**src/design/icr_dly.sv**
```systemverilog
// Fixed-depth delay line for sideband data with a resettable valid bit.
// Standalone; used alongside the divider pipelines.
module icr_dly #(
  parameter int WIDTH = 8,
  parameter int DEPTH = 4
) (
  input  logic             clk,
  input  logic             rst_n,
  input  logic             in_vld,
  input  logic [WIDTH-1:0] in_data,
  output logic             out_vld,
  output logic [WIDTH-1:0] out_data
);
  logic [DEPTH-1:0] vld_r;
  logic [WIDTH-1:0] data_r [DEPTH];

  always_ff @(posedge clk) begin
    if (!rst_n) begin
      vld_r <= '0;
    end else begin
      vld_r <= {vld_r[DEPTH-2:0], in_vld};
    end
  end

  always_ff @(posedge clk) begin
    data_r[0] <= in_data;
    for (int i = 1; i < DEPTH; i++) begin
      data_r[i] <= data_r[i-1];
    end
  end

  assign out_vld  = vld_r[DEPTH-1];
  assign out_data = data_r[DEPTH-1];
endmodule

```
**config.mk**
```make
export PLATFORM = sky130hd
export DESIGN_NAME = icr_dly
export DESIGN_NICKNAME = d
export VERILOG_FILES = /design/src/design/icr_dly.sv
export SDC_FILE = /design/constraint.sdc
export NUM_CORES = 1
export LEC_CHECK = 0
export BUFFER_PORTS_ARGS = -buffer_cell sky130_fd_sc_hd__buf_2
export CORE_ASPECT_RATIO = 1.4
export CORE_UTILIZATION = 25
export CTS_CLUSTER_DIAMETER = 60
export CTS_CLUSTER_SIZE = 24
export DETAILED_ROUTE_END_ITERATION = 10
export SLEW_MARGIN = 20
export SYNTH_ARGS = -nofsm -noshare
export SYNTH_HDL_FRONTEND = slang
export SYNTH_SLANG_ARGS = --single-unit
```
**constraint.sdc**
```tcl
create_clock -name clk -period 0.8 [get_ports clk]
set_clock_uncertainty 0.1 [all_clocks]
set_input_delay 0.16 -clock clk [delete_from_list [all_inputs] [get_ports clk]]
set_output_delay 0.16 -clock clk [all_outputs]
set_load 0.03 [all_outputs]
```
==> out/qor.yml <==
status: "finished, violations left"
most-common-layout-cells: "dfxtp_1, buf_2, dfxtp_2, buf_6, dlygate4sd3_1"
grt-ovfl-total: 0
antenna_left: 0
max_stage_delay_ns: 0.33
n_antenna_cell: 0
critPathSlowestCell: "dfxtp_2"
first_pass_iters: 2
ir_worst_vdd_mv: 1.74
start_util_pct: 26.2
clk_latency_ns: 0.27
hold_path.class: "in -> reg"
grt_pass1_vias: 333
crit_chain: "buf_6"
synth_compound_area_share_pct: 0
cts_buffers: 5
num_rows: 23
final.period_utilization_pct: 123
antenna_found_initial: 0
cts_sinks: 36
drv_cap: 0
slew_viol_final: 0
pwr-share-comb_pct: 4.2
clkSlewWorstSetupHoldPaths_ns: 0.06
wirelength_um: 846
finalCriticalPeriod_ns: 0.982
synth.area.mux_share_pct: 0
whs_ns: 0.00366
p_leak_nw: 0.497
switching_share_pct: 18.3
hold_buffers: 8
final_common_cell: "dfxtp_1"
arrival_ns: 0.72
area_growth_pct: 53.2
rsz0062_at_grt: "yes"
synthCells: 40
htreeDepth: 2
utilization_pct: 40.1
cp_max_fo: 1
critPathLaunchType: "flip-flop"
die_w_um: 48.2
grt_start_max_net_pins: 12
cp-end-kind: "output pin"
critPathKind: "reg -> out"
setup_ws_ns: -0.182
cts_root_buffer: "clkbuf_8"
place_area_um2: 887
drc_errors: 0
clkPwrFrac_pct: 41.9
boundaryPins: 20
p_switching_uw: 648
design_area_mm2: 0.00114
synth_nets: 51
crit_buf_inv: 1
syn-mean-instance-area_um2: 18.6
routedWlPerCell_um: 7.55
critPathTopFamily: "flip-flops"
cts_tree: "built"
violations: "setup timing"
fmax_ghz: 1.02
cell_internal_pwr_mw: 2.90
critPathRequiredTime_ns: 0.54
setup_viol_count_final: 9
synth-simple-area-share_pct: 3.36
die_area_mm2: 0.00321
drt_iter0_drc: 2
yosysUniqueCellTypes: 2
worst_pin_slew_ns: 0.0672
p_seq_share_pct: 53.9
num_vias: 356
synth_fa_ha_area_share_pct: 0
power_density_mw_per_mm2: 3100
grt_pass1_wl_mm: 1.23
finalHoldViolCount: 0
vias_per_cell: 3.18
num-nets-final: 85
setup_tns_ns: -1.59
ys_seq_elements: 36
ys.warnings.count: 0
synth-xor-area-share_pct: 0
core_region_area_mm2: 0.00285
grt_usage_pct: 6.61
layout-drive-gt1-share_pct: 46.7
cts.path.max_buffers: 2
cts_setup_buffers: 0
synth_top_family_by_area: "simple AND/OR/NAND/NOR gates"
place.gp.congestion: 0.572
maxSlewHeadroom_pct: 95.5
syn_area_um2: 746
die_height_um: 66.6
port_buffers: 19
ys_seq_area_share_pct: 96.6
## synth_stat cells
| master | number | area (um^2) |
|---|---|---|
| dfxtp_1 | 36 | 721 |
| and2_1 | 4 | 25.0 |
## state kept, by name, summed over array words and instances, names as in the netlist
signal  flops
data_r     32
vld_r       4
## cell families (layout without fill, tap and decap cells)
kind of cell | after synthesis | in the layout
buffers and inverters | 0 | 35
DFF | 36 | 36
and+or+nand+nor | 4 | 4
## path summary, 6_finish.rpt
| kind | from | end | slack [ns] | cells after the start |
|---|---|---|---|---|
| min | in_vld | vld_r[0]$_SDFF_PN0_ | 0.004 | 2 |
| max reg2reg | vld_r[2]$_SDFF_PN0_ | vld_r[3]$_SDFF_PN0_ | 0.16 | 1 |
| max | data_r[3][4]$_DFF_P_ | out_data[4] | -0.18 | 1 |
| min reg2reg | data_r[2][3]$_DFF_P_ | data_r[3][3]$_DFF_P_ | 0.23 | 0 |
## layout make-up
cell class / count / area, um^2
fillers: 263 / 1710
flip-flops and latches: 36 / 732
repair buffers: 27 / 231
clock buffers: 6 / 72.6
well taps: 37 / 46.3
clock inverters: 2 / 35.0
multi-input cells: 4 / 25.0
## per-layer routing
| metal | share of wire (%) | vias to the layer above | GRT usage [%] | wire (um) |
|---|---|---|---|---|
| li1 | - | 187 | - | - |
| met1 | 39 | 148 | 4.58 | 329 |
| met2 | 47 | 19 | 8.83 | 396 |
| met3 | 11 | 2 | 7.32 | 97 |
| met4 | 2.6 | 0 | 6.25 | 22 |
| met5 | 0 | - | 0 | 0 |
## metrics by stage
step	setup slack [ns]	power, mW	cells
2_1_floorplan	0.0807	1.99	40
3_3_place_gp	0.0734	2.03	96
3_5_place_dp	0.0672	2.04	96
4_1_cts	-0.190	3.58	112
5_1_grt	-0.216	3.68	112
6_report	-0.182	3.55	112
## repair_timing
| action | in CTS | in global routing |
|---|---|---|
| hold endpoints to repair | 8 | 1 |
| gates resized for setup | 27 | 0 |
| endpoints found under the setup margin | 9 | 9 |
## power groups by stage
stage	sequential [mW]	combinational [mW]	clock, mW
final	1.91	0.150	1.48
after global placement	1.94	0.0935	0
after detailed placement	1.94	0.0952	0
after CTS	1.91	0.150	1.52
after floorplan	1.98	0.00414	0
after global routing	1.92	0.159	1.61
No activity file was read; power rests on OpenSTA's default activity.
