$ cat src/design/icr_pkg.sv
// Package for the impulse collision response block.
// Beat structs, datapath widths, pipeline latency and outcome codes; no dependencies.
package icr_pkg;

  localparam int COORD_W = 24;
  localparam int MASS_W  = 16;
  localparam int REST_W  = 9;

  localparam int DIFF_W  = COORD_W + 1;
  localparam int MAG_W   = COORD_W + 1;
  localparam int K_W     = $clog2(MAG_W);
  localparam int RM_W    = 14;
  localparam int RED_W   = RM_W + 1;
  localparam int SQ_W    = 2 * RM_W;
  localparam int DEN_W   = SQ_W + 1;
  localparam int S_W     = COORD_W + 16;
  localparam int SMAG_W  = S_W - 1;
  localparam int NUM_W   = SMAG_W + RM_W;
  localparam int QUO_W   = COORD_W + 2;
  localparam int HI_W    = NUM_W - QUO_W;
  localparam int MSUM_W  = MASS_W + 1;
  localparam int GNUM_W  = MASS_W + 10;
  localparam int GAIN_W  = 18;
  localparam int PROD_W  = QUO_W + GAIN_W;
  localparam int TERM_W  = PROD_W - 16;
  localparam int SUM_W   = TERM_W + 1;

  localparam int GEOM_STAGES  = 6;
  localparam int APPLY_STAGES = 2;
  localparam int LATENCY      = GEOM_STAGES + QUO_W + APPLY_STAGES;

  localparam logic [REST_W-1:0] REST_ONE = REST_W'(256);

  localparam logic signed [SUM_W-1:0] SAT_HI =
    SUM_W'((64'sd1 <<< (COORD_W - 1)) - 64'sd1);
  localparam logic signed [SUM_W-1:0] SAT_LO = -SAT_HI - SUM_W'(1);

  localparam logic [1:0] OUT_IMPULSE  = 2'd0;
  localparam logic [1:0] OUT_SEPARATE = 2'd1;
  localparam logic [1:0] OUT_COINCIDE = 2'd2;

  typedef struct packed {
    logic signed [COORD_W-1:0] pos_a_x;
    logic signed [COORD_W-1:0] pos_a_y;
    logic signed [COORD_W-1:0] pos_b_x;
    logic signed [COORD_W-1:0] pos_b_y;
    logic signed [COORD_W-1:0] vel_a_x;
    logic signed [COORD_W-1:0] vel_a_y;
    logic signed [COORD_W-1:0] vel_b_x;
    logic signed [COORD_W-1:0] vel_b_y;
    logic [MASS_W-1:0]         mass_a;
    logic [MASS_W-1:0]         mass_b;
    logic [REST_W-1:0]         rest_a;
    logic [REST_W-1:0]         rest_b;
  } icr_in_t;

  typedef struct packed {
    logic signed [COORD_W-1:0] new_vel_a_x;
    logic signed [COORD_W-1:0] new_vel_a_y;
    logic signed [COORD_W-1:0] new_vel_b_x;
    logic signed [COORD_W-1:0] new_vel_b_y;
    logic [1:0]                outcome;
  } icr_out_t;

  typedef struct packed {
    logic signed [COORD_W-1:0] vel_a_x;
    logic signed [COORD_W-1:0] vel_a_y;
    logic signed [COORD_W-1:0] vel_b_x;
    logic signed [COORD_W-1:0] vel_b_y;
    logic                      sgn_x;
    logic                      sgn_y;
    logic [1:0]                outcome;
  } icr_side_t;

  typedef struct packed {
    logic [NUM_W-1:0] num_x;
    logic [NUM_W-1:0] num_y;
    logic [DEN_W-1:0] den_q;
    logic [NUM_W-1:0] num_ga;
    logic [NUM_W-1:0] num_gb;
    logic [DEN_W-1:0] den_m;
    icr_side_t        side;
  } icr_geo_t;

endpackage

$ cat src/design/icr_div.sv
// Pipelined restoring divider, one quotient bit per register stage.
// Uses icr_pkg widths; high dividend part must be below the divisor.
module icr_div (
  input  logic                     clk,
  input  logic [icr_pkg::HI_W-1:0]  num_hi,
  input  logic [icr_pkg::QUO_W-1:0] num_lo,
  input  logic [icr_pkg::DEN_W-1:0] den,
  output logic [icr_pkg::QUO_W-1:0] quo
);
  import icr_pkg::*;

  logic [DEN_W-1:0] rem_r  [QUO_W];
  logic [QUO_W-1:0] work_r [QUO_W];
  logic [DEN_W-1:0] den_r  [QUO_W];

  for (genvar g = 0; g < QUO_W; g++) begin : g_step
    logic [DEN_W-1:0] rem_in;
    logic [QUO_W-1:0] work_in;
    logic [DEN_W-1:0] den_in;
    logic [DEN_W:0]   trial;
    logic             ge;
    logic [DEN_W:0]   diff;

    if (g == 0) begin : g_first
      assign rem_in  = DEN_W'(num_hi);
      assign work_in = num_lo;
      assign den_in  = den;
    end else begin : g_next
      assign rem_in  = rem_r[g-1];
      assign work_in = work_r[g-1];
      assign den_in  = den_r[g-1];
    end

    always_comb begin
      trial = {rem_in, work_in[QUO_W-1]};
      ge    = trial >= {1'b0, den_in};
      diff  = trial - {1'b0, den_in};
    end

    always_ff @(posedge clk) begin
      rem_r[g]  <= ge ? diff[DEN_W-1:0] : trial[DEN_W-1:0];
      work_r[g] <= {work_in[QUO_W-2:0], ge};
      den_r[g]  <= den_in;
    end
  end

  assign quo = work_r[QUO_W-1];
endmodule

$ cat config.mk
export PLATFORM = sky130hd
export DESIGN_NAME = icr_div
export DESIGN_NICKNAME = d
export VERILOG_FILES = /design/src/design/icr_pkg.sv /design/src/design/icr_div.sv
export SDC_FILE = /design/constraint.sdc
export NUM_CORES = 2
export LEC_CHECK = 0
export BUFFER_PORTS_ARGS = -buffer_cell sky130_fd_sc_hd__buf_4
export CAP_MARGIN = 20
export CORE_AREA = 2 2 502 455
export CTS_CLUSTER_DIAMETER = 40
export CTS_CLUSTER_SIZE = 20
export DETAILED_ROUTE_END_ITERATION = 8
export DIE_AREA = 0 0 504 457
export GPL_ROUTABILITY_DRIVEN = 0
export GPL_TIMING_DRIVEN = 0
export PLACE_DENSITY = 0.63
export SLEW_MARGIN = 20
export SYNTH_ARGS = -nofsm -noshare
export SYNTH_HDL_FRONTEND = slang
export SYNTH_SLANG_ARGS = --single-unit
$ cat constraint.sdc
create_clock -name clk -period 5.4 [get_ports clk]
set_clock_uncertainty 0.15 [all_clocks]
set_input_delay 1.08 -clock clk [delete_from_list [all_inputs] [get_ports clk]]
set_output_delay 1.08 -clock clk [all_outputs]
set_load 0.1 [all_outputs]
==> qor.csv <==
stage,metric,value,unit
outcome,status,"finished, final reports clean",
global_route,grt_max_degree,19,
detailed_routing,dr_total_vias,65800,
synth,yosysTopAreaCell,dfxtp_1,
cts,clockBufferDepth,4,
final_layout,drive_gt1_share,11.1,%
detailed_routing,dr.first_iter.drc_count,5548,
worst_setup_path,crit_slowest_cell,nor4_1,
detailed_routing,wl,214,mm
synth,synth-seq-area-share,47.5,%
cts,clockRootBuffer,clkbuf_16,
synth,syn_inst,9155,
synth,synthFlopType,dfxtp_1,
worst_setup_path,crit_cells,15,
power,clkPwrFrac,25.9,%
worst_hold_path,holdPathEnd,work_r[0][2],
worst_hold_path,worstHoldStart,num_lo[1],
synth,synth_edf_count,0,
cts,tritoncts,built,
floorplan,die_h,457,um
power,ir_drop,397,uV
timing,slew_headroom,25.7,%
global_route,grt-ovfl-total,0,
timing,slew_violations,0,
floorplan,rows,166,
worst_setup_path,reg2reg_to,rem_r[0][54],
synth,synth_warnings,0,
cts,clk_pin_slew,0.06,ns
worst_setup_path,slowest_delay,0.92,ns
floorplan,ios,109,
place,place_inst,12300,
synth,yosys.area.top_type_share,47.5,%
worst_setup_path,cp.buffers_inverters,4,
cts,ctsHoldBuffers,0,
floorplan,core-area,226000,um2
timing,hold_ws,0.108,ns
power,seqPwrFrac,30.3,%
worst_setup_path,critPathMaxFanout,10,
power,p_leak,48.2,nW
timing,rsz0062_at_grt,no,
global_route,grt_use_total,18.0,%
power,power,76.1,mW
detailed_routing,antenna_left,0,
worst_setup_path,ff2ff_path_depth,15,
place,post-dp-hpwl,165,mm
timing,finalSetupViolations,0,
flow_run,cap_violations,0,
detailed_routing,drc,0,
synth,synth_area,89600,um2
worst_setup_path,critical_path.top_delay_family,compound AO/OA/AOI/OAI gates,
synth,synth_cell_types,101,
final_layout,final_cell_mix,"dfxtp_1, inv_1, ha_1",
detailed_routing,avgRoutedWirePerCell,16.7,um
synth,ys_async_sr_fraction,0,%
power,internal_power,47.0,mW
synth,avgSynthCellArea,9.79,um2
cts,htree_num_levels,5,
timing,tns,0,ns
power,p_comb_share,43.7,%
global_route,grt_pass1_vias,64400,
cts,cts_sinks,2126,
power,sw_frac_of_total,38.3,%
synth,ys_ff_latch,2126,
timing,finalHoldViolations,0,
worst_setup_path,endpoint_kind,register,
detailed_routing,drt-pass1-iter-count,8,
timing,tightest_slew,1.10,ns
worst_setup_path,criticalPathCategory,reg -> reg,
worst_hold_path,hp-class,in -> reg,
floorplan,die_area,230000,um2
synth,yosys-top-cells-area,"dfxtp_1, ha_1, a21oi_1",
place,placed_cell_area,94200,um2
global_route,antenna_found_initial,3,
cts,postCtsResizedCells,0,
floorplan,initial_utilization,39.7,%
worst_setup_path,start_kind,register,
synth,synth_fp_nets,10000,
timing,max_freq,0.208,GHz
final_layout,layout_commonest_cell,dfxtp_1,
worst_setup_path,r2r-start,work_r[0][25],
power,power.net_switching,29.1,mW
worst_hold_path,whs_path_depth,1,
final_layout,finalInstanceArea,105000,um2
worst_setup_path,worstPathRequired,6.03,ns
place,io_buffers,108,
worst_setup_path,crit_arrival,5.44,ns
cts,cts_buffers,304,
detailed_routing,vias_per_cell,5.13,
final_layout,fin_cells,12800,
worst_setup_path,crit_chain,inv_1 -> ha_1 -> inv_1 -> fa_1 -> a21oi_1 -> o21bai_1 -> a31oi_4 -> nor4_1 -> nor4_2 -> o21ai_1 -> a31oi_1 -> o21ai_1 -> buf_2 -> buf_2 -> a31oi_1,
floorplan,chipWidth,504,um
worst_setup_path,rrSetupSlack,0.59,ns
power,power_density,728,nW/um2
final_layout,layout.nets,10400,
cts,postCtsSetupBuffers,0,
final_layout,syn_to_final_growth,16.7,%
global_route,grt_pass1_wl,340,mm
timing,layout_min_cycle_time,4.81,ns
cts,clk_latency,0.92,ns
timing,fin_crit_sh,89.0,%
-- how the worst max path moves through the flow --
stage                         from            end
floorplan                  den[19]   rem_r[0][25]
global placement        num_hi[13]    rem_r[0][0]
detailed placement      num_hi[13]    rem_r[0][0]
CTS                 work_r[1][181]  rem_r[1][230]
global route        work_r[1][181]  rem_r[1][208]
finish               work_r[0][25]   rem_r[0][54]
-- sequential cells by signal, indices dropped and copies added (netlist names) --
signal / cells
rem_r: 725
den_r: 725
work_r: 676
-- final cells by class --
| cell class | instances | area (um2) |
|---|---|---|
| Inverter | 982 | 3690 |
| Clock buffer | 343 | 8030 |
| Buffer | 223 | 1010 |
| Fill cell | 20700 | 121000 |
| Tap cell | 3024 | 3780 |
| Antenna cell | 5 | 12.5 |
| Timing Repair Buffer | 108 | 811 |
| Sequential cell | 2126 | 42600 |
| Multi-Input combinational cell | 5824 | 42400 |
| Clock inverter | 187 | 2290 |
-- through the flow --
step | setup slack [ns] | utilization, %
floorplan | 1.66 | -
global placement | 0.833 | 41.8
detailed placement | 0.730 | 41.8
CTS | 0.775 | 46.3
global route | 0.472 | 46.4
finish | 0.593 | 46.4
-- power groups by stage --
stage               clock [mW]  combinational (mW)  sequential, mW
floorplan                    0                24.9            22.7
global placement             0                32.0            23.3
detailed placement           0                32.5            23.4
CTS                       20.3                32.9            23.1
global route              21.0                36.7            23.5
finish                    19.7                33.3            23.1
-- worst register-to-register path, cell delays in order, from the launching register on --
cell and delay [ns]:
dfxtp_1 0.32, inv_1 0.04, ha_1 0.20, inv_1 0.07, fa_1 0.21, a21oi_1 0.11
o21bai_1 0.28, a31oi_4 0.18, nor4_1 0.92, nor4_2 0.15, o21ai_1 0.27, a31oi_1 0.19
o21ai_1 0.66, buf_2 0.44, buf_2 0.35, a31oi_1 0.15
-- metal layers --
metal	GRT usage [%]	share of wire, %
met3	3.63	6.7
met2	28.8	44
met5	0	0
met4	6.63	3.4
met1	23.9	46
-- Yosys cell counts (17+ instances only) --
cell type and count:
a211o_1 26, a211oi_1 45, a21boi_0 20, a21o_1 388, a21oi_1 737, a221oi_1 24
a31oi_1 66, a41oi_1 19, and2_1 36, and3_1 64, and4_1 17, buf_2 47
buf_4 23, clkbuf_1 139, dfxtp_1 2126, fa_1 25, ha_1 753, inv_1 980
mux2_1 24, mux2_2 309, mux2i_1 29, nand2_1 602, nand2b_1 72, nand3_1 125
nand4_1 113, nor2_1 408, nor2b_1 94, nor3_1 90, nor4_1 18, o211ai_1 22
o21a_1 77, o21ai_0 528, o21ai_1 19, o21bai_1 114, o221ai_1 20, o31ai_1 36
or3_1 23, xnor2_1 382, xor2_1 239
-- cells by family (layout without fill, tap and decap cells) --
group | count (synthesis) | count (layout) | synth area share (%)
flip-flops | 2126 | 2126 | 47.5
multiplexers | 362 | 362 | 4.51
buffers and inverters | 1205 | 1843 | 5.24
AND/OR/NAND/NOR | 1737 | 1737 | 9.19
adder cells (fa/ha/maj) | 778 | 778 | 11.1
other | 0 | 5 | 0
AO/OA/AOI/OAI | 2326 | 2326 | 16.4
XOR/XNOR | 621 | 621 | 6.07
Note: power is estimated with default switching activity, not from simulation.
