[config.mk]
export PLATFORM = sky130hd
export DESIGN_NAME = icr_apply
export DESIGN_NICKNAME = d
export VERILOG_FILES = /design/src/design/icr_pkg.sv /design/src/design/icr_apply.sv
export SDC_FILE = /design/constraint.sdc
export NUM_CORES = 2
export LEC_CHECK = 0
export ABC_AREA = 1
export BUFFER_PORTS_ARGS = -buffer_cell sky130_fd_sc_hd__buf_2
export CAP_MARGIN = 20
export CORE_MARGIN = 2
export CORE_UTILIZATION = 55
export CTS_CLUSTER_DIAMETER = 120
export CTS_CLUSTER_SIZE = 14
export DETAILED_ROUTE_END_ITERATION = 8
export PLACE_DENSITY_LB_ADDON = 0.1
export SETUP_SLACK_MARGIN = 0.4
export SLEW_MARGIN = 20
export SYNTH_ARGS = -nofsm -noshare
export SYNTH_HDL_FRONTEND = slang
export SYNTH_SLANG_ARGS = --single-unit
[constraint.sdc]
create_clock -name clk -period 8.52 [get_ports clk]
set_input_delay 1.704 -clock clk [delete_from_list [all_inputs] [get_ports clk]]
set_output_delay 1.704 -clock clk [all_outputs]
set_load 0.01 [all_outputs]
[src/design/icr_pkg.sv]
// Package for the impulse collision response block.
// Beat structs, datapath widths, pipeline latency and outcome codes; no dependencies.
package icr_pkg;

  localparam int COORD_W = 24;
  localparam int MASS_W  = 16;
  localparam int REST_W  = 9;

  localparam int DIFF_W  = COORD_W + 1;
  localparam int MAG_W   = COORD_W + 1;
  localparam int K_W     = $clog2(MAG_W);
  localparam int RM_W    = 14;
  localparam int RED_W   = RM_W + 1;
  localparam int SQ_W    = 2 * RM_W;
  localparam int DEN_W   = SQ_W + 1;
  localparam int S_W     = COORD_W + 16;
  localparam int SMAG_W  = S_W - 1;
  localparam int NUM_W   = SMAG_W + RM_W;
  localparam int QUO_W   = COORD_W + 2;
  localparam int HI_W    = NUM_W - QUO_W;
  localparam int MSUM_W  = MASS_W + 1;
  localparam int GNUM_W  = MASS_W + 10;
  localparam int GAIN_W  = 18;
  localparam int PROD_W  = QUO_W + GAIN_W;
  localparam int TERM_W  = PROD_W - 16;
  localparam int SUM_W   = TERM_W + 1;

  localparam int GEOM_STAGES  = 6;
  localparam int APPLY_STAGES = 2;
  localparam int LATENCY      = GEOM_STAGES + QUO_W + APPLY_STAGES;

  localparam logic [REST_W-1:0] REST_ONE = REST_W'(256);

  localparam logic signed [SUM_W-1:0] SAT_HI =
    SUM_W'((64'sd1 <<< (COORD_W - 1)) - 64'sd1);
  localparam logic signed [SUM_W-1:0] SAT_LO = -SAT_HI - SUM_W'(1);

  localparam logic [1:0] OUT_IMPULSE  = 2'd0;
  localparam logic [1:0] OUT_SEPARATE = 2'd1;
  localparam logic [1:0] OUT_COINCIDE = 2'd2;

  typedef struct packed {
    logic signed [COORD_W-1:0] pos_a_x;
    logic signed [COORD_W-1:0] pos_a_y;
    logic signed [COORD_W-1:0] pos_b_x;
    logic signed [COORD_W-1:0] pos_b_y;
    logic signed [COORD_W-1:0] vel_a_x;
    logic signed [COORD_W-1:0] vel_a_y;
    logic signed [COORD_W-1:0] vel_b_x;
    logic signed [COORD_W-1:0] vel_b_y;
    logic [MASS_W-1:0]         mass_a;
    logic [MASS_W-1:0]         mass_b;
    logic [REST_W-1:0]         rest_a;
    logic [REST_W-1:0]         rest_b;
  } icr_in_t;

  typedef struct packed {
    logic signed [COORD_W-1:0] new_vel_a_x;
    logic signed [COORD_W-1:0] new_vel_a_y;
    logic signed [COORD_W-1:0] new_vel_b_x;
    logic signed [COORD_W-1:0] new_vel_b_y;
    logic [1:0]                outcome;
  } icr_out_t;

  typedef struct packed {
    logic signed [COORD_W-1:0] vel_a_x;
    logic signed [COORD_W-1:0] vel_a_y;
    logic signed [COORD_W-1:0] vel_b_x;
    logic signed [COORD_W-1:0] vel_b_y;
    logic                      sgn_x;
    logic                      sgn_y;
    logic [1:0]                outcome;
  } icr_side_t;

  typedef struct packed {
    logic [NUM_W-1:0] num_x;
    logic [NUM_W-1:0] num_y;
    logic [DEN_W-1:0] den_q;
    logic [NUM_W-1:0] num_ga;
    logic [NUM_W-1:0] num_gb;
    logic [DEN_W-1:0] den_m;
    icr_side_t        side;
  } icr_geo_t;

endpackage

[src/design/icr_apply.sv]
// Back pipeline: scale projections by gains, update velocities, saturate.
// Uses icr_pkg types; takes quotients from the icr_div instances.
module icr_apply (
  input  logic                      clk,
  input  logic                      rst_n,
  input  logic                      in_vld,
  input  icr_pkg::icr_side_t        in_side,
  input  logic [icr_pkg::QUO_W-1:0] quo_x,
  input  logic [icr_pkg::QUO_W-1:0] quo_y,
  input  logic [icr_pkg::QUO_W-1:0] gain_a,
  input  logic [icr_pkg::QUO_W-1:0] gain_b,
  output logic                      out_valid,
  output icr_pkg::icr_out_t         out_item
);
  import icr_pkg::*;

  function automatic logic signed [COORD_W-1:0] upd(
    input logic signed [COORD_W-1:0] v,
    input logic [PROD_W-1:0]         prod,
    input logic                      sub
  );
    logic signed [SUM_W-1:0] term;
    logic signed [SUM_W-1:0] sum;
    term = SUM_W'(prod[PROD_W-1:16]);
    sum  = sub ? SUM_W'(v) - term : SUM_W'(v) + term;
    if (sum > SAT_HI) sum = SAT_HI;
    if (sum < SAT_LO) sum = SAT_LO;
    return sum[COORD_W-1:0];
  endfunction

  logic [APPLY_STAGES-1:0] vld_r;
  logic [PROD_W-1:0]       b1_ax_r, b1_ay_r, b1_bx_r, b1_by_r;
  icr_side_t               b1_side_r;

  always_ff @(posedge clk) begin
    if (!rst_n) begin
      vld_r <= '0;
    end else begin
      vld_r <= {vld_r[APPLY_STAGES-2:0], in_vld};
    end
  end

  always_ff @(posedge clk) begin
    b1_ax_r   <= PROD_W'(quo_x) * PROD_W'(gain_a[GAIN_W-1:0]);
    b1_ay_r   <= PROD_W'(quo_y) * PROD_W'(gain_a[GAIN_W-1:0]);
    b1_bx_r   <= PROD_W'(quo_x) * PROD_W'(gain_b[GAIN_W-1:0]);
    b1_by_r   <= PROD_W'(quo_y) * PROD_W'(gain_b[GAIN_W-1:0]);
    b1_side_r <= in_side;
  end

  always_ff @(posedge clk) begin
    out_item.outcome <= b1_side_r.outcome;
    if (b1_side_r.outcome == OUT_IMPULSE) begin
      out_item.new_vel_a_x <= upd(b1_side_r.vel_a_x, b1_ax_r, b1_side_r.sgn_x);
      out_item.new_vel_a_y <= upd(b1_side_r.vel_a_y, b1_ay_r, b1_side_r.sgn_y);
      out_item.new_vel_b_x <= upd(b1_side_r.vel_b_x, b1_bx_r, !b1_side_r.sgn_x);
      out_item.new_vel_b_y <= upd(b1_side_r.vel_b_y, b1_by_r, !b1_side_r.sgn_y);
    end else begin
      out_item.new_vel_a_x <= b1_side_r.vel_a_x;
      out_item.new_vel_a_y <= b1_side_r.vel_a_y;
      out_item.new_vel_b_x <= b1_side_r.vel_b_x;
      out_item.new_vel_b_y <= b1_side_r.vel_b_y;
    end
  end

  assign out_valid = vld_r[APPLY_STAGES-1];
endmodule

==> implementation parameters <==
Parameter                              Value

Floorplan
  Core ar. ... 143000 sq um
  Die X ... between 300 and 400 microns
  IO Count ... 306
  Initial standard-cell utilization of the core ... 55.3%
  Vertical die dimension ... 384 microns
  Die Outline Area ... ~150000 sq um
  Placement row count ... approximately 140

Clocking
  Number of H-tree branching levels ... 1
  Register clock-pin slew on the reported worst setup and hold paths ... ~70 ps
  Clock buffer depth ... 3
  Clock latency on the worst-skew pair ... 600 ps
  Cell chosen for the clock root ... clkbuf_16
  Hold-fix buffer count after cts ... 0
  CTS tree ... yes
  Number of buffers created by CTS ... 26
  Number of cells upsized or downsized after cts ... 0
  # clock sinks ... 312
  Count of buffers added by post-CTS timing repair for setup ... 0

Worst setup path
  Required arrival time at the worst endpoint ... 8960 ps
  Maximum net fanout on the critical path ... 33
  Critical path launch point type ... input port
  Endpoint kind of the worst setup timing path ... flop
  Worst path arrival time ... 8070 ps
  Setup Crit Path Kind ... input port to flop

Detailed routing
  Vias/cell ... approximately 5.2
  Vias after detailed routing ... between 60000 and 70000
  Routed length per instance ... approximately 19 microns
  Iter 0 DRT Violations ... 5184
  Total wirelength of the detailed-routed design ... 239 mm
  Iteration count of the initial detailed-routing pass ... 6
  Antenna Nets Post-Route ... 0
  DR DRC count ... 0

Layout
  Share of layout cells above drive strength 1 ... between 5 and 6%
  Synthesis-to-finish area growth ... 5.83%
  Share of the core filled with cells in the final layout ... between 50% and 60%
  Total number of nets in the final design ... 13200

Placement
  Half-perimeter wire length of the detailed placement result ... 197 mm
  Final weighted congestion in routability-driven placement ... 0.947
  Quantity of I/O buffers inserted on ports ... 289

Global route
  Global-route congestion overflow total ... 0
  Number of global-route vias before repair ... 68600
  Total track usage ... 32.8%
  Maximum number of pins on one net before global-route repair ... 64
  Wire length of the first global-routing pass ... 378 mm
  Number of antenna violations at the first check in global routing ... 16

Min path
  Hold WC Path Type ... flop to flop

Logic synthesis
  Cell taking the most area after synthesis ... fa_1
  Count of different cell masters after synthesis ... 54
  Synthesized flop and latch total ... ~310
  Most numerous cell in the Yosys netlist ... nand2_1
  Average cell area after synthesis ... 7.34 sq um
  Primary flip-flop cell chosen by synthesis mapping ... dfxtp_1
  Synthesized area ... 79200 sq um
  Number of synthesized flops with an enable pin ... 0
  Synthesis Warnings ... 0
  Fraction of synthesis flops using an asynchronous set or reset pin ... 0%
  Top cells by instance count after synthesis ... nand2_1, inv_1, fa_1
  Synth Instances ... 10800
  Fraction of post-synthesis cell area in the top cell type by area ... 38.7%
  Synth area leaders ... fa_1, nand2_1, inv_1
  Syn Nets ... ~13000
  Share of synthesized area occupied by flip-flops and latches ... 7.88%

STA
  Actual transition at the worst max-transition pin ... around 1200 ps
  Endpoints failing setup ... 0
  Setup TNS Final ... 0 ps
  Fmax achieved ... around 0.13 GHz
  Period utilisation layout ... 89.5%
  RSZ-0062 raised after global routing ... false
  Final hold vios ... 0
  Post-Route Skew ... 25.6 ps
  Slew Viols, Final ... 0
  Max_slew headroom ... 19.2%
  Minimum clock period ... 7630 ps

Job
  Max capacitance violation total ... 0

Run status
  Result of the run ... completed
per-stage QoR:
stage	instances	cell area, sq um	setup WS (ps)	hold WS, ps
6_report	12800	83900	891	371
5_1_grt	12800	83900	687	379
4_1_cts	12800	83800	1080	372
3_5_place_dp	12700	83100	447	358
3_3_place_gp	12700	83100	498	357
2_1_floorplan	10800	79200	1410	331
placed cells by master, fill, tap and decap left out, types with 3 or more instances in the layout:
master | netlist | routed
o21ai_0 | 150 | 150
a211oi_1 | 7 | 7
nand3_2 | 9 | 9
o21ai_1 | 7 | 7
nand2_1 | 3213 | 3213
ha_1 | 586 | 586
nand2_2 | 20 | 20
or2_1 | 3 | 3
nand3_1 | 206 | 206
buf_12 | 0 | 29
nor2_1 | 460 | 459
nor2_2 | 10 | 11
xor2_1 | 198 | 198
diode_2 | 0 | 7
clkbuf_16 | 0 | 27
nor3_1 | 51 | 51
a31oi_1 | 31 | 31
xnor2_1 | 99 | 99
inv_2 | 8 | 8
o2111ai_1 | 5 | 5
a21oi_1 | 318 | 318
and3_1 | 11 | 11
buf_4 | 2 | 182
buf_2 | 1 | 286
a221oi_1 | 4 | 4
o21a_1 | 20 | 20
a21o_1 | 31 | 31
nand4_1 | 44 | 44
a21boi_0 | 4 | 4
inv_1 | 2898 | 2896
o221ai_1 | 3 | 3
o31ai_1 | 14 | 14
nor4_1 | 15 | 15
nand3b_1 | 8 | 8
nor3_2 | 9 | 9
and2_1 | 3 | 3
fa_1 | 1532 | 1532
o21bai_1 | 27 | 27
dfxtp_1 | 312 | 312
area by class of cell:
| type | instances | area (sq um) |
|---|---|---|
| Antenna cell | 7 | 17.5 |
| Clock buffer | 27 | 676 |
| Clock inverter | 1 | 11.3 |
| Fill cell | 13700 | 59400 |
| Inverter | 2906 | 10900 |
| Multi-Input combinational cell | 7118 | 60200 |
| Sequential cell | 312 | 6250 |
| Tap cell | 1903 | 2380 |
| Timing Repair Buffer | 498 | 3390 |
cell families (layout without fill, tap and decap cells):
group                      count (synthesis)  count (layout)  synth area share [%]
AOI/OAI and AO/OA                        633             633                  4.51
xor gates and xnor gates                 297             297                  3.28
adders and majority gates               2118            2118                  48.0
buffers and inverters                   3371            3432                  16.1
DFF                                      312             312                  7.88
other                                      0               7                     0
and+or+nand+nor                         4070            4070                  20.3
metal layers:
metal  global-route usage [%]  part of all wire (%)
met1                     48.9                    45
met2                     50.1                    43
met3                     6.01                   9.8
met4                     6.62                   2.0
met5                        0                 0.023
registers in the layout (all words and copies together) (netlist names):
signal,count
b1_by_r,28
out_item,98
vld_r,2
b1_ay_r,28
b1_ax_r,28
b1_bx_r,28
b1_side_r,100
path summary, 6_finish.rpt:
check	startpoint	to	slack, ps	cells past startpoint
max	gain_a[13]	b1_ax_r[34]$_DFF_P_	890	22
min	b1_side_r[0]$_DFF_P_	out_item[0]$_DFF_P_	370	0
max reg2reg	b1_side_r[3]$_DFF_P_	out_item[80]$_DFF_P_	3780	19
min reg2reg	b1_side_r[0]$_DFF_P_	out_item[0]$_DFF_P_	370	0
critical path, stage by stage:
cell	delay [ps]
buf_2	800
buf_4	400
nand2_1	110
fa_1	550
inv_1	60
fa_1	550
fa_1	450
fa_1	490
fa_1	500
inv_1	50
fa_1	470
inv_1	40
ha_1	360
nand2_1	120
nor2_1	210
inv_1	80
nor2_1	140
nand3_1	90
nand3_1	160
a21oi_1	100
buf_4	160
xnor2_1	420
Power is not shown: default switching activity piles up to over one toggle a cycle in this logic, so the estimate is an artifact.
